$ cat config.mk
export PLATFORM = sky130hd
export DESIGN_NAME = servo_bank_slew_limiter_unit
export DESIGN_NICKNAME = d
export VERILOG_FILES = /design/src/rtl/sbsl_pkg.sv /design/src/rtl/sbsl_ctrl.sv /design/src/rtl/sbsl_dp.sv /design/src/rtl/servo_bank_slew_limiter_unit.sv
export SDC_FILE = /design/constraint.sdc
export NUM_CORES = 1
export LEC_CHECK = 0
export BUFFER_PORTS_ARGS = -buffer_cell sky130_fd_sc_hd__buf_2
export CELL_PAD_IN_SITES_DETAIL_PLACEMENT = 1
export CELL_PAD_IN_SITES_GLOBAL_PLACEMENT = 1
export CORE_UTILIZATION = 43
export DETAILED_ROUTE_END_ITERATION = 8
export GPL_ROUTABILITY_DRIVEN = 0
export PLACE_DENSITY_LB_ADDON = 0.1
export SLEW_MARGIN = 15
export SYNTH_ARGS = -nofsm -noshare
export SYNTH_HDL_FRONTEND = slang
export SYNTH_SLANG_ARGS = --single-unit
$ cat constraint.sdc
create_clock -name i_clk -period 5.7 [get_ports i_clk]
set_input_delay 1.14 -clock i_clk [delete_from_list [all_inputs] [get_ports i_clk]]
set_output_delay 1.14 -clock i_clk [all_outputs]
set_load 0.005 [all_outputs]
$ cat src/rtl/sbsl_pkg.sv
// Shared types, constants and arithmetic helpers for the servo bank slew limiter.
// No dependencies; used by sbsl_ctrl, sbsl_dp and servo_bank_slew_limiter_unit.
`default_nettype none

package sbsl_pkg;

    localparam int MAX_SERVOS_DEF = 8;

    localparam int ANG_MIN   = -125;
    localparam int ANG_MAX   = 125;
    localparam int TRIM_MIN  = -25;
    localparam int TRIM_MAX  = 25;
    localparam int CENTER    = 150;
    localparam int DRIVE_MAX = 300;

    localparam int IN_TDATA_W  = 40;
    localparam int OUT_TDATA_W = 32;

    typedef enum logic [2:0] {
        OP_ADD    = 3'd0,
        OP_SET    = 3'd1,
        OP_NUDGE  = 3'd2,
        OP_READ   = 3'd3,
        OP_TICK   = 3'd4,
        OP_CLEAR  = 3'd5
    } t_op;

    typedef enum logic [1:0] {
        KIND_DRIVE   = 2'd0,
        KIND_ADDED   = 2'd1,
        KIND_REFUSED = 2'd2,
        KIND_PRESENT = 2'd3
    } t_kind;

    typedef enum logic [2:0] {
        ST_IDLE,
        ST_START,
        ST_READ,
        ST_EVAL,
        ST_MISS,
        ST_LAST
    } t_state;

    typedef enum logic [2:0] {
        WR_NONE,
        WR_TARGET_SET,
        WR_TARGET_NUDGE,
        WR_NEW,
        WR_CURRENT
    } t_wr;

    typedef enum logic [2:0] {
        PEND_NONE,
        PEND_REFUSED,
        PEND_READ_HIT,
        PEND_READ_MISS,
        PEND_ADDED,
        PEND_MOVED
    } t_pend;

    // Input item, op in the lowest bits
    typedef struct packed {
        logic [3:0]         step;
        logic signed [5:0]  trim;
        logic signed [15:0] angle;
        logic [7:0]         id;
        logic [2:0]         op;
    } t_item;

    typedef struct packed {
        logic [7:0]        id;
        logic signed [5:0] trim;
        logic [3:0]        step;
        logic signed [7:0] current;
        logic signed [7:0] target;
    } t_entry;

    typedef struct packed {
        logic  accept;
        logic  clear;
        logic  rd;
        logic  idx_inc;
        t_wr   wr;
        t_pend pend;
        logic  push;
        logic  push_last;
    } t_cmd;

    typedef struct packed {
        t_op  op;
        logic used_zero;
        logic idx_at_end;
        logic full;
        logic hit;
        logic moved;
        logic out_free;
        logic pend_valid;
    } t_status;

    function automatic logic signed [7:0] clamp_angle(input logic signed [16:0] v);
        logic signed [7:0] r;
        if (v < ANG_MIN) begin
            r = 8'(ANG_MIN);
        end else if (v > ANG_MAX) begin
            r = 8'(ANG_MAX);
        end else begin
            r = v[7:0];
        end
        return r;
    endfunction

    function automatic logic signed [5:0] clamp_trim(input logic signed [5:0] v);
        logic signed [5:0] r;
        if (v < TRIM_MIN) begin
            r = 6'(TRIM_MIN);
        end else if (v > TRIM_MAX) begin
            r = 6'(TRIM_MAX);
        end else begin
            r = v;
        end
        return r;
    endfunction

    function automatic logic [8:0] drive_of(input logic signed [7:0] cur,
                                            input logic signed [5:0] trim);
        logic signed [9:0] s;
        logic [8:0]        r;
        s = 10'(cur) + 10'(trim) + 10'(CENTER);
        if (s < 0) begin
            r = '0;
        end else if (s > DRIVE_MAX) begin
            r = 9'(DRIVE_MAX);
        end else begin
            r = s[8:0];
        end
        return r;
    endfunction

    // Move cur toward tgt by at most step
    function automatic logic signed [7:0] step_toward(input logic signed [7:0] cur,
                                                      input logic signed [7:0] tgt,
                                                      input logic [3:0]        step);
        logic signed [8:0] d;
        logic signed [8:0] st;
        logic signed [8:0] s;
        d  = 9'(tgt) - 9'(cur);
        st = $signed({5'b0, step});
        if (d > st) begin
            d = st;
        end else if (d < -st) begin
            d = -st;
        end
        s = 9'(cur) + d;
        return s[7:0];
    endfunction

endpackage

`default_nettype wire

$ cat src/rtl/sbsl_ctrl.sv
// Sequencer for the servo bank slew limiter: walks the table per operation.
// Depends on sbsl_pkg; drives sbsl_dp through t_cmd, reads t_status back.
`default_nettype none

module sbsl_ctrl (
    input  wire logic           i_clk,
    input  wire logic           i_rst_n,
    input  wire logic           i_in_valid,
    input  wire sbsl_pkg::t_status i_stat,
    output logic                o_in_ready,
    output sbsl_pkg::t_cmd      o_cmd
);

    sbsl_pkg::t_state r_state;
    sbsl_pkg::t_state n_state;

    always_ff @(posedge i_clk) begin
        if (!i_rst_n) begin
            r_state <= sbsl_pkg::ST_IDLE;
        end else begin
            r_state <= n_state;
        end
    end

    // next state
    always_comb begin
        n_state = r_state;
        case (r_state)
            sbsl_pkg::ST_IDLE: begin
                if (i_in_valid) n_state = sbsl_pkg::ST_START;
            end
            sbsl_pkg::ST_START: begin
                case (i_stat.op)
                    sbsl_pkg::OP_CLEAR: n_state = sbsl_pkg::ST_IDLE;
                    sbsl_pkg::OP_TICK:
                        n_state = i_stat.used_zero ? sbsl_pkg::ST_IDLE : sbsl_pkg::ST_READ;
                    sbsl_pkg::OP_ADD, sbsl_pkg::OP_SET,
                    sbsl_pkg::OP_NUDGE, sbsl_pkg::OP_READ:
                        n_state = i_stat.used_zero ? sbsl_pkg::ST_MISS : sbsl_pkg::ST_READ;
                    default: n_state = sbsl_pkg::ST_IDLE;
                endcase
            end
            sbsl_pkg::ST_READ: n_state = sbsl_pkg::ST_EVAL;
            sbsl_pkg::ST_EVAL: begin
                if (i_stat.op == sbsl_pkg::OP_TICK) begin
                    if (!i_stat.moved || !i_stat.pend_valid || i_stat.out_free) begin
                        n_state = i_stat.idx_at_end ? sbsl_pkg::ST_LAST : sbsl_pkg::ST_READ;
                    end
                end else if (i_stat.hit) begin
                    case (i_stat.op)
                        sbsl_pkg::OP_ADD, sbsl_pkg::OP_READ: n_state = sbsl_pkg::ST_LAST;
                        default:                             n_state = sbsl_pkg::ST_IDLE;
                    endcase
                end else begin
                    n_state = i_stat.idx_at_end ? sbsl_pkg::ST_MISS : sbsl_pkg::ST_READ;
                end
            end
            sbsl_pkg::ST_MISS: begin
                case (i_stat.op)
                    sbsl_pkg::OP_ADD, sbsl_pkg::OP_READ: n_state = sbsl_pkg::ST_LAST;
                    default:                             n_state = sbsl_pkg::ST_IDLE;
                endcase
            end
            sbsl_pkg::ST_LAST: begin
                if (!i_stat.pend_valid || i_stat.out_free) n_state = sbsl_pkg::ST_IDLE;
            end
            default: n_state = sbsl_pkg::ST_IDLE;
        endcase
    end

    // commands
    always_comb begin
        o_in_ready        = 1'b0;
        o_cmd.accept      = 1'b0;
        o_cmd.clear       = 1'b0;
        o_cmd.rd          = 1'b0;
        o_cmd.idx_inc     = 1'b0;
        o_cmd.wr          = sbsl_pkg::WR_NONE;
        o_cmd.pend        = sbsl_pkg::PEND_NONE;
        o_cmd.push        = 1'b0;
        o_cmd.push_last   = 1'b0;
        case (r_state)
            sbsl_pkg::ST_IDLE: begin
                o_in_ready   = 1'b1;
                o_cmd.accept = i_in_valid;
            end
            sbsl_pkg::ST_START: begin
                o_cmd.clear = (i_stat.op == sbsl_pkg::OP_CLEAR);
            end
            sbsl_pkg::ST_READ: begin
                o_cmd.rd = 1'b1;
            end
            sbsl_pkg::ST_EVAL: begin
                if (i_stat.op == sbsl_pkg::OP_TICK) begin
                    if (!i_stat.moved || !i_stat.pend_valid || i_stat.out_free) begin
                        o_cmd.idx_inc = !i_stat.idx_at_end;
                        if (i_stat.moved) begin
                            o_cmd.push = i_stat.pend_valid;
                            o_cmd.pend = sbsl_pkg::PEND_MOVED;
                            o_cmd.wr   = sbsl_pkg::WR_CURRENT;
                        end
                    end
                end else if (i_stat.hit) begin
                    case (i_stat.op)
                        sbsl_pkg::OP_ADD:   o_cmd.pend = sbsl_pkg::PEND_REFUSED;
                        sbsl_pkg::OP_SET:   o_cmd.wr   = sbsl_pkg::WR_TARGET_SET;
                        sbsl_pkg::OP_NUDGE: o_cmd.wr   = sbsl_pkg::WR_TARGET_NUDGE;
                        sbsl_pkg::OP_READ:  o_cmd.pend = sbsl_pkg::PEND_READ_HIT;
                        default:            o_cmd.pend = sbsl_pkg::PEND_NONE;
                    endcase
                end else begin
                    o_cmd.idx_inc = !i_stat.idx_at_end;
                end
            end
            sbsl_pkg::ST_MISS: begin
                case (i_stat.op)
                    sbsl_pkg::OP_ADD: begin
                        if (i_stat.full) begin
                            o_cmd.pend = sbsl_pkg::PEND_REFUSED;
                        end else begin
                            o_cmd.pend = sbsl_pkg::PEND_ADDED;
                            o_cmd.wr   = sbsl_pkg::WR_NEW;
                        end
                    end
                    sbsl_pkg::OP_READ: o_cmd.pend = sbsl_pkg::PEND_READ_MISS;
                    default:           o_cmd.pend = sbsl_pkg::PEND_NONE;
                endcase
            end
            sbsl_pkg::ST_LAST: begin
                o_cmd.push      = i_stat.pend_valid && i_stat.out_free;
                o_cmd.push_last = 1'b1;
            end
            default: o_in_ready = 1'b0;
        endcase
    end

endmodule

`default_nettype wire

$ cat src/rtl/sbsl_dp.sv
// Datapath of the servo bank slew limiter: servo table memory, item register,
// pending result and output register. Depends on sbsl_pkg; steered by sbsl_ctrl.
`default_nettype none

module sbsl_dp #(
    parameter int MAX_SERVOS = sbsl_pkg::MAX_SERVOS_DEF
) (
    input  wire logic                               i_clk,
    input  wire logic                               i_rst_n,
    input  wire logic [sbsl_pkg::IN_TDATA_W-1:0]    i_in_data,
    input  wire sbsl_pkg::t_cmd                     i_cmd,
    input  wire logic                               i_out_ready,
    output sbsl_pkg::t_status                       o_stat,
    output logic                                    o_out_valid,
    output logic [sbsl_pkg::OUT_TDATA_W-1:0]        o_out_data,
    output logic [1:0]                              o_out_kind,
    output logic                                    o_out_last
);

    localparam int IDX_W = (MAX_SERVOS > 1) ? $clog2(MAX_SERVOS) : 1;
    localparam int CNT_W = $clog2(MAX_SERVOS + 1);

    sbsl_pkg::t_item   r_item;
    sbsl_pkg::t_entry  r_mem [MAX_SERVOS];
    sbsl_pkg::t_entry  r_rd;
    logic [IDX_W-1:0]  r_idx;
    logic [CNT_W-1:0]  r_used;

    logic              r_pend_valid;
    sbsl_pkg::t_kind   r_pend_kind;
    logic [7:0]        r_pend_id;
    logic signed [7:0] r_pend_cur;
    logic signed [5:0] r_pend_trim;

    logic              r_out_valid;
    sbsl_pkg::t_kind   r_out_kind;
    logic [7:0]        r_out_id;
    logic [8:0]        r_out_drive;
    logic signed [7:0] r_out_present;
    logic              r_out_last;

    logic              mem_we;
    logic [IDX_W-1:0]  mem_waddr;
    sbsl_pkg::t_entry  mem_wdata;
    logic [CNT_W-1:0]  idx_next;
    logic signed [7:0] add_angle;
    logic signed [5:0] add_trim;
    logic signed [7:0] tick_cur;
    logic              out_free;

    assign idx_next  = CNT_W'(r_idx) + 1'b1;
    assign add_angle = sbsl_pkg::clamp_angle(17'(r_item.angle));
    assign add_trim  = sbsl_pkg::clamp_trim(r_item.trim);
    assign tick_cur  = sbsl_pkg::step_toward(r_rd.current, r_rd.target, r_rd.step);
    assign out_free  = !r_out_valid || i_out_ready;

    assign o_stat.op         = sbsl_pkg::t_op'(r_item.op);
    assign o_stat.used_zero  = (r_used == '0);
    assign o_stat.idx_at_end = (idx_next >= r_used);
    assign o_stat.full       = (r_used == CNT_W'(MAX_SERVOS));
    assign o_stat.hit        = (r_rd.id == r_item.id);
    assign o_stat.moved      = (r_rd.current != r_rd.target);
    assign o_stat.out_free   = out_free;
    assign o_stat.pend_valid = r_pend_valid;

    // table write port
    always_comb begin
        mem_we    = 1'b1;
        mem_waddr = r_idx;
        mem_wdata = r_rd;
        case (i_cmd.wr)
            sbsl_pkg::WR_TARGET_SET: begin
                mem_wdata.target = add_angle;
            end
            sbsl_pkg::WR_TARGET_NUDGE: begin
                mem_wdata.target =
                    sbsl_pkg::clamp_angle(17'(r_rd.target) + 17'(r_item.angle));
            end
            sbsl_pkg::WR_CURRENT: begin
                mem_wdata.current = tick_cur;
            end
            sbsl_pkg::WR_NEW: begin
                mem_waddr         = r_used[IDX_W-1:0];
                mem_wdata.id      = r_item.id;
                mem_wdata.trim    = add_trim;
                mem_wdata.step    = (r_item.step == '0) ? 4'd1 : r_item.step;
                mem_wdata.current = add_angle;
                mem_wdata.target  = add_angle;
            end
            default: mem_we = 1'b0;
        endcase
    end

    always_ff @(posedge i_clk) begin
        if (mem_we) r_mem[mem_waddr] <= mem_wdata;
        if (i_cmd.rd) r_rd <= r_mem[r_idx];
    end

    always_ff @(posedge i_clk) begin
        if (i_cmd.accept) r_item <= sbsl_pkg::t_item'(i_in_data[$bits(sbsl_pkg::t_item)-1:0]);
        if (i_cmd.accept) begin
            r_idx <= '0;
        end else if (i_cmd.idx_inc) begin
            r_idx <= r_idx + 1'b1;
        end
    end

    always_ff @(posedge i_clk) begin
        if (!i_rst_n) begin
            r_used <= '0;
        end else if (i_cmd.clear) begin
            r_used <= '0;
        end else if (i_cmd.wr == sbsl_pkg::WR_NEW) begin
            r_used <= r_used + 1'b1;
        end
    end

    // pending result: held back one slot so the final one can carry last
    always_ff @(posedge i_clk) begin
        if (!i_rst_n) begin
            r_pend_valid <= 1'b0;
        end else if (i_cmd.pend != sbsl_pkg::PEND_NONE) begin
            r_pend_valid <= 1'b1;
        end else if (i_cmd.push || i_cmd.accept) begin
            r_pend_valid <= 1'b0;
        end
    end

    always_ff @(posedge i_clk) begin
        case (i_cmd.pend)
            sbsl_pkg::PEND_REFUSED: begin
                r_pend_kind <= sbsl_pkg::KIND_REFUSED;
                r_pend_id   <= r_item.id;
                r_pend_cur  <= '0;
                r_pend_trim <= '0;
            end
            sbsl_pkg::PEND_READ_HIT: begin
                r_pend_kind <= sbsl_pkg::KIND_PRESENT;
                r_pend_id   <= r_item.id;
                r_pend_cur  <= r_rd.current;
                r_pend_trim <= '0;
            end
            sbsl_pkg::PEND_READ_MISS: begin
                r_pend_kind <= sbsl_pkg::KIND_PRESENT;
                r_pend_id   <= r_item.id;
                r_pend_cur  <= '0;
                r_pend_trim <= '0;
            end
            sbsl_pkg::PEND_ADDED: begin
                r_pend_kind <= sbsl_pkg::KIND_ADDED;
                r_pend_id   <= r_item.id;
                r_pend_cur  <= add_angle;
                r_pend_trim <= add_trim;
            end
            sbsl_pkg::PEND_MOVED: begin
                r_pend_kind <= sbsl_pkg::KIND_DRIVE;
                r_pend_id   <= r_rd.id;
                r_pend_cur  <= tick_cur;
                r_pend_trim <= r_rd.trim;
            end
            default: begin
                r_pend_kind <= r_pend_kind;
            end
        endcase
    end

    // output register
    always_ff @(posedge i_clk) begin
        if (!i_rst_n) begin
            r_out_valid <= 1'b0;
        end else if (i_cmd.push) begin
            r_out_valid <= 1'b1;
        end else if (i_out_ready) begin
            r_out_valid <= 1'b0;
        end
    end

    always_ff @(posedge i_clk) begin
        if (i_cmd.push) begin
            r_out_kind <= r_pend_kind;
            r_out_id   <= r_pend_id;
            r_out_last <= i_cmd.push_last;
            if (r_pend_kind == sbsl_pkg::KIND_DRIVE || r_pend_kind == sbsl_pkg::KIND_ADDED) begin
                r_out_drive <= sbsl_pkg::drive_of(r_pend_cur, r_pend_trim);
            end else begin
                r_out_drive <= '0;
            end
            r_out_present <= (r_pend_kind == sbsl_pkg::KIND_PRESENT) ? r_pend_cur : 8'sd0;
        end
    end

    assign o_out_valid = r_out_valid;
    assign o_out_kind  = r_out_kind;
    assign o_out_last  = r_out_last;
    assign o_out_data  = {7'b0, r_out_present, r_out_drive, r_out_id};

endmodule

`default_nettype wire

$ cat src/rtl/servo_bank_slew_limiter_unit.sv
// Top level of the servo bank slew limiter: stream ports, sequencer and datapath.
// Depends on sbsl_pkg, sbsl_ctrl and sbsl_dp.
//
//  Channel   Dir  Signals                      Carries
//  s_axis    in   tvalid tready tdata[39:0]    op, servo_id, angle_value, trim_offset, step_size
//  m_axis    out  tvalid tready tdata[31:0]    out_id, drive_angle, present_angle
//                 tuser[1:0] tlast             kind, last result of the item
//
// One item at a time. Each table entry visited takes a memory read, then an
// evaluate step; handing out results does not slow the walk unless m_axis
// stalls. The table memory sets this pace.
// Reset (i_rst_n low at a clock edge) empties the table; entries are not cleared.
// A stalled m_axis side holds the walk in place; s_axis stays low-ready until
// the item's last result sits in the output register.
`default_nettype none

module servo_bank_slew_limiter_unit #(
    parameter int MAX_SERVOS = sbsl_pkg::MAX_SERVOS_DEF
) (
    input  wire logic                              i_clk,
    input  wire logic                              i_rst_n,
    input  wire logic                              s_axis_tvalid,
    output logic                                   s_axis_tready,
    // [2:0] op, [10:3] servo_id, [26:11] angle_value, [32:27] trim_offset,
    // [36:33] step_size, [39:37] zero
    input  wire logic [sbsl_pkg::IN_TDATA_W-1:0]   s_axis_tdata,
    output logic                                   m_axis_tvalid,
    input  wire logic                              m_axis_tready,
    // [7:0] out_id, [16:8] drive_angle, [24:17] present_angle, [31:25] zero
    output logic [sbsl_pkg::OUT_TDATA_W-1:0]       m_axis_tdata,
    // [1:0] kind
    output logic [1:0]                             m_axis_tuser,
    output logic                                   m_axis_tlast
);

    sbsl_pkg::t_cmd    cmd;
    sbsl_pkg::t_status stat;

    // sequencer: decides which entry to visit and what to write or report
    sbsl_ctrl u_ctrl (
        .i_clk      (i_clk),
        .i_rst_n    (i_rst_n),
        .i_in_valid (s_axis_tvalid),
        .i_stat     (stat),
        .o_in_ready (s_axis_tready),
        .o_cmd      (cmd)
    );

    // table, arithmetic and result registers
    sbsl_dp #(
        .MAX_SERVOS (MAX_SERVOS)
    ) u_dp (
        .i_clk       (i_clk),
        .i_rst_n     (i_rst_n),
        .i_in_data   (s_axis_tdata),
        .i_cmd       (cmd),
        .i_out_ready (m_axis_tready),
        .o_stat      (stat),
        .o_out_valid (m_axis_tvalid),
        .o_out_data  (m_axis_tdata),
        .o_out_kind  (m_axis_tuser),
        .o_out_last  (m_axis_tlast)
    );

endmodule

`default_nettype wire
# After elaboration in Yosys (flattened, before gate mapping)
# Memory sizes are Yosys's and may differ from the RTL's. A register that Yosys moved wholly into a read port is not among the register bits.
# Index checks and enable logic that the tools add are counted.
# classes
magnitude_cmp	11
n_bitwise	2
muxes	57
reduce_logical	35
eq_ne	27
addsub	9
# op_table
operator	n
$mux 8	7
$pmux 8 s2	3
$mux 3	12
$pmux 8 s4	1
$eq 3x2->1 const B	8
$eq 3x3->1 const B	7
$mux 18	1
$pmux 3 s6	1
$pmux 6 s3	1
$add 8x16->17	1
$gt 17x8->1 const B	1
$lt 17x8->1 const B	1
$gt 16x8->1 const B	1
$lt 16x8->1 const B	1
$mux 1	15
$mux 7	2
$eq 3x1->1 const B	4
$mux 6	2
$pmux 3 s2	2
$pmux 6 s2	1
$reduce_or 2->1	6
$reduce_or 4->1	3
$add 9x9->10 const B	1
$gt 10x10->1 const B	1
other kinds (40)	58
# word_totals
register_bits	101
out_inout_bits	37
word_cells	162
n_memories	1
ramBits	272
inputBits	44
# memory_table
memory	words	width	rd	rd_clocked_by_memory_dff	wr	line	rtl
u_dp.r_mem	8	34	1	1	1	sbsl_dp.sv:24	sbsl_pkg::t_entry r_mem [MAX_SERVOS];

# Depth between registers and ports, before layout
# Gate-level depths: netlist of the first run.
# logic_depth
depth_word	12
ltp_mapped	29
ltp_nobuf	28

# By module
# Synthesis of the first run repeated with hierarchy kept, for this count alone.
# hier_totals
cells_unflattened	1421
hier_area_um2	19486.2
# by_module_without_submodules
mod	n_inst	cells_each	seq_area_each_um2	area_each_um2
sbsl_dp	1	1348	12041.5	18988.2
sbsl_ctrl	1	73	60.1	498.0

# Worst setup path after synthesis of the first run
# Ideal clock, no wire load.
# synth_timing
path_type	flip-flop to flip-flop
from	register u_dp.r_rd[0] (netlist name)
to	memory u_dp.r_mem[0][15] (netlist bit), data pin
t_required_ps	5416
setup_ps	284
path_buffers	0
arrival_time_ps	5157
path_stages_with_launch	27
path_slack_ps	259
synth_period_minus_slack_ps	5441
path_cell_list	edfxtp_1 inv_1 ha_1 inv_1 fa_1 a21o_1 a21oi_1 nand2b_1 a211oi_1 o22a_1 inv_1 ha_1 inv_1 or4_1 o21ai_0 mux2_2 mux2_1 ha_1 a21o_1 a21oi_1 o21bai_1 a21oi_1 o21ai_0 xnor2_1 or2_2 mux2i_1 a221o_1
# synth_lines
element	line
to (decl)	sbsl_dp.sv:24

==> results.yml, run 1 <==
pwr:
  comb_power_share_pct: 2.9
  clkPwrFrac_pct: 45.9
  power.net_switching_mw: 1.31
  leakage_nw: 7.76
  seqPwrFrac_pct: 51.2
  power.density_nw_per_um2: 300
  p_int_mw: 5.13
  netSwitchingFraction_pct: 20.4
  ir_worst_vdd_uv: 230
  total_power_mw: 6.45
clock_tree:
  cts_tree: "built"
  cts_made_buffers: 44
  clkTransAtPathRegs_ns: 0.06
  h-tree-depth: 2
  cts.path.max_buffers: 3
  numClockSinks: 407
  clock-root-buffer: "clkbuf_16"
  clock_latency_ns: 0.57
global_route:
  track_usage_pct: 21.5
  grt_max_degree: 57
  gr-total-overflow: 0
  grt_pass1_vias: 11500
  antenna_found_initial: 0
  grt_pass1_wl_um: 70100
place:
  place_ws_ns: -0.186
  place_hpwl_um: 30700
  io_buffers: 70
  dp.cells: 1931
synthesis:
  yosys.area.top_type: "edfxtp_1"
  yosysMostFrequentCell: "edfxtp_1"
  synth_top_area_share_pct: 63.8
  syn_area_um2: 18600
  synth_warnings: 0
  synth_edf_count: 395
  avgSynthCellArea_um2: 14.5
  postSynthCellCount: 1286
  yosys-top-cells-count: "395 x edfxtp_1, 212 x nand2_1, 68 x ha_1, 68 x mux4_2, 58 x inv_1"
  ys_seq_area_share_pct: 65.1
  synth_ff_type: "edfxtp_1"
  async_flop_share_pct: 0
  synth.distinct_cells: 77
  synth_area_leaders: "edfxtp_1 64%, mux4_2 8.2%, ha_1 4.6%"
  synth-seq-cells: 407
sta:
  finalCriticalPeriod_ns: 5.49
  setup_viol: 0
  fin_crit_sh_pct: 96.4
  postLayoutSetupSlackWorst_ns: 0.206
  tightest_slew_ns: 1.12
  relSlewSlack_pct: 25.0
  max_freq_ghz: 0.182
  clock_skew_ns: 0.0302
  slew_viol_final: 0
  hold_violations: 0
  fin_setup_tns_ns: 0
outcome:
  status: "finished clean"
routing:
  drt_iter0_markers: 853
  wl_per_cell_um: 23.0
  ant_nets: 0
  via_per_inst: 5.50
  routed_wl_um: 46300
  drc: 0
  routed-via-count: 11100
  firstDrtPassIters: 4
setup_path:
  max_stage_delay_ns: 0.54
  worst-path-buf-inv: 4
  slowest_stage: "or4_4"
  crit_type: "reg2reg"
  required_ns: 5.97
  cp_max_fo: 8
  endpoint_kind: "flip-flop"
  critPathTopFamily: "compound AO/OA/AOI/OAI gates"
  crit_path_start_kind: "flip-flop"
  critPathArrivalTime_ns: 5.77
  regToRegSetupSlack_ns: 0.21
job:
  maxCapViolations: 0
layout:
  diodes: 0
  drive_gt1_share_pct: 21.2
  stdcell_count: 2014
  syn_to_final_growth_pct: 15.8
  nNetsFinal: 1517
floorplan:
  fp.dieH_um: 210
  die_x_um: 210
  start_util_pct: 43.9
  coreArea_um2: 42300
  rows: 75
  io_pins: 81
  die-area_um2: 44100
min_path:
  hold_path_class: "reg2reg"
per-stage QoR:
stage	hold slack (ns)	area [um2]	utilization (%)
finish	0.421	21500	50.9
global route	0.425	21500	50.9
detailed placement	0.406	19900	47.1
floorplan	0.400	18600	-
global placement	0.404	19900	47.1
CTS	0.421	21500	50.7
state kept, by name (all words and copies together), names as in the netlist:
register and count:
u_dp.r_pend_cur 8, u_dp.r_out_present 8, u_dp.r_idx 3, u_dp.r_pend_trim 6
u_dp.r_out_drive 9, u_dp.o_out_valid 1, u_dp.r_pend_id 8, u_dp.r_rd 34
u_dp.r_used 4, u_dp.r_out_id 8, u_dp.o_out_last 1, u_dp.r_pend_kind 2
u_dp.o_stat 3, u_dp.r_mem 272, u_ctrl.r_state 3, u_dp.o_out_kind 2
u_dp.r_pend_valid 1, u_dp.r_item 34
cells in the final DEF (no fill, tap or decap), drive strengths merged, types with 7 or more instances in the layout:
| cell type | n |
|---|---|
| a21o | 27 |
| a21oi | 41 |
| a22oi | 9 |
| a31oi | 12 |
| and3 | 13 |
| buf | 111 |
| clkbuf | 56 |
| clkinv | 16 |
| conb | 7 |
| dfxtp | 12 |
| edfxtp | 395 |
| ha | 68 |
| inv | 59 |
| mux2i | 10 |
| mux4 | 68 |
| nand2 | 212 |
| nand2b | 10 |
| nand3 | 16 |
| nand4 | 11 |
| nor2 | 50 |
| nor2b | 9 |
| nor3 | 18 |
| nor4 | 12 |
| o21ai | 42 |
| or2 | 9 |
| xnor2 | 24 |
| xor2 | 19 |
logic make-up after synthesis:
family | synth area share, %
DFF | 65.1
buffers and inverters | 2.35
and+or+nand+nor | 9.57
other | 0.0202
xor gates and xnor gates | 2.07
muxes | 9.14
adders and majority gates | 5.01
AOI/OAI and AO/OA | 6.75
power groups by stage:
stage               clock network (mW)  logic, mW  registers, mW
CTS                               3.02      0.187           3.30
finish                            2.96      0.186           3.30
global placement                     0      0.182           3.37
floorplan                            0      0.134           3.35
global route                      3.12      0.208           3.30
detailed placement                   0      0.186           3.37
path summary, 6_finish.rpt:
path | cells past startpoint | from | endpoint
worst max-delay path | 26 | u_dp.r_rd[0]$_DFFE_PP_ | u_dp.r_mem[5][15]$_DFFE_PP_
worst min-delay path | 0 | u_dp.r_pend_id[2]$_DFFE_PP_ | u_dp.r_out_id[2]$_DFFE_PP_
worst max register to register | 26 | u_dp.r_rd[0]$_DFFE_PP_ | u_dp.r_mem[5][15]$_DFFE_PP_
worst min register to register | 0 | u_dp.r_pend_id[2]$_DFFE_PP_ | u_dp.r_out_id[2]$_DFFE_PP_
area by class of cell:
| cell class | count | area [um2] |
|---|---|---|
| clock buffer | 56 | 1220 |
| clock inverter | 26 | 297 |
| fill | 4145 | 20800 |
| inverter | 59 | 221 |
| multi-input combinational | 778 | 6220 |
| sequential | 407 | 12100 |
| tap | 577 | 722 |
| timing repair buffer | 111 | 733 |
layer usage:
metal / part of all wire (%) / track usage (%) / up-vias
met2: 46 / 33.3 / 208
li1: - / - / 5116
met4: 1.1 / 4.40 / 0
met5: 0 / 0 / -
met3: 4.5 / 3.80 / 31
met1: 49 / 31.8 / 5731
timing repair:
| item | in CTS | in global routing |
|---|---|---|
| endpoints found under the setup margin | 9 | 34 |
| buffers inserted | 0 | 2 |
| pin swaps | 1 | 12 |
| resized for setup | 4 | 18 |
| hold buffers | 0 | 0 |
No activity file was read; power rests on OpenSTA's default activity.
==> inputs of run 2 (changes only) <==
Settings changed: RECOVER_POWER set to 50.
==> run 2 against run 1 <==
  * The run now ends with max-capacitance violations, max-slew violations left
  * Final cell count did not move
  * First-iteration DRC count is 6.9% lower
  * Total power about the same
  * Setup slack about the same
  * Critical endpoint unchanged
  * Highest routed layer unchanged
==> results.yml, run 2 (same netlist as run 1, synthesis figures left out) <==
outcome:
  status: "complete, but fails checks"
  violations: "max-capacitance violations, max-slew violations"
routing:
  wl_per_cell_um: 22.9
  via_per_inst: 5.51
  drt_iter0_markers: 794
  drc: 0
  firstDrtPassIters: 5
  routed-via-count: 11100
  ant_nets: 0
  routed_wl_um: 46200
sta:
  fin_crit_sh_pct: 96.4
  tightest_slew_ns: 3.06
  hold_violations: 0
  slew_viol_final: 190
  setup_viol: 0
  clock_skew_ns: 0.0302
  finalCriticalPeriod_ns: 5.49
  max_freq_ghz: 0.182
  relSlewSlack_pct: -104
clock_tree:
  cts_made_buffers: 44
  clock-root-buffer: "clkbuf_16"
  h-tree-depth: 2
  holdBufCountCts: 0
  cts.path.max_buffers: 3
  numClockSinks: 407
  cts_tree: "built"
  clock_latency_ns: 0.57
  clkTransAtPathRegs_ns: 0.06
setup_path:
  crit_start: "u_dp.r_rd[0]$_DFFE_PP_"
  required_ns: 5.97
  regToRegStartpoint: "u_dp.r_rd[0]$_DFFE_PP_"
  crit_path_start_kind: "flip-flop"
  cp_max_fo: 8
  critPathArrivalTime_ns: 5.77
  crit_type: "reg2reg"
  max_stage_delay_ns: 0.54
  endpoint_kind: "flip-flop"
  slowest_stage: "or4_4"
pwr:
  power.density_nw_per_um2: 300
  leakage_nw: 7.65
  ir_worst_vdd_uv: 228
  total_power_mw: 6.44
floorplan:
  die_x_um: 210
  coreArea_um2: 42300
  die-area_um2: 44100
  io_pins: 81
  start_util_pct: 43.9
  fp.dieH_um: 210
  rows: 75
min_path:
  min-delay-start: "u_dp.r_pend_id[2]$_DFFE_PP_"
  hold_path_class: "reg2reg"
layout:
  diodes: 0
  syn_to_final_growth_pct: 15.5
  layout_common_cells: "395 x edfxtp_1, 211 x nand2_1, 68 x mux4_2"
  final_common_cell: "edfxtp_1"
  drive_gt1_share_pct: 18.8
  nNetsFinal: 1517
  stdcell_count: 2014
  top_regs: "u_dp.r_mem: 272 flops, u_dp.r_item: 34 flops, u_dp.r_rd: 34 flops"
  regMostFlops: "u_dp.r_mem"
  largest_register_ffs: 272
global_route:
  antenna_found_initial: 0
  grt_max_degree: 57
  grt_pass1_wl_um: 70100
  gr-total-overflow: 0
  grt_pass1_vias: 11500
  track_usage_pct: 21.5
job:
  maxCapViolations: 5
place:
  io_buffers: 70
  place_hpwl_um: 30700
  dp.cells: 1931
==> run 2: stage by stage <==
step	util, %	setup TNS, ns	hold WS, ns	setup WS, ns	area, um2
after global placement	47.1	-0.187	0.404	-0.0235	19900
after floorplan	-	0	0.400	0.259	18600
final	50.7	0	0.421	0.206	21500
after detailed placement	47.1	-1.62	0.406	-0.186	19900
after CTS	50.7	0	0.421	0.0127	21500
after global routing	50.7	-0.462	0.425	-0.0544	21500
==> run 2: where the power goes <==
part           internal, mW  switching, mW  leakage, nW
Combinational        0.0683          0.116         3.23
Clock                  1.79           1.16        0.731
Sequential             3.28         0.0302         3.69
==> run 2: metal layers <==
metal	track usage, %	wire length (um)
met2	33.3	21200
met1	31.8	22300
met5	0	0
met3	3.80	2150
met4	4.40	542
==> run 2: worst paths after layout <==
kind | end | slack, ns | cells past startpoint
worst min register to register | u_dp.r_out_id[2]$_DFFE_PP_ | 0.42 | 0
worst max register to register | u_dp.r_mem[5][15]$_DFFE_PP_ | 0.21 | 26
worst max-delay path | u_dp.r_mem[5][15]$_DFFE_PP_ | 0.21 | 26
worst min-delay path | u_dp.r_out_id[2]$_DFFE_PP_ | 0.42 | 0
==> run 2: repair_timing <==
item | 4_1_cts | 5_1_grt
pin swaps | 1 | 12
setup endpoints to repair | 9 | 34
gates resized for setup | 4 | 18
buffers inserted | 0 | 2
==> run 2: cell type report <==
cell class              instances  area [um2]
inverters                      59         221
multi-input cells             778        6220
clock buffers                  56        1220
clock inverters                26         297
repair buffers                111         687
fillers                      4147       20900
flip-flops and latches        407       12100
well taps                     577         722
==> run 2: critical path: cells and delay by family, from the launching register on <==
kind / cells / cell delay [ns]
XOR/XNOR: 1 / 0.20
adder cells (fa/ha/maj): 4 / 0.95
flip-flops: 1 / 0.39
multiplexers: 3 / 0.67
AO/OA/AOI/OAI: 11 / 1.90
AND/OR/NAND/NOR: 3 / 0.84
buffers and inverters: 4 / 0.25
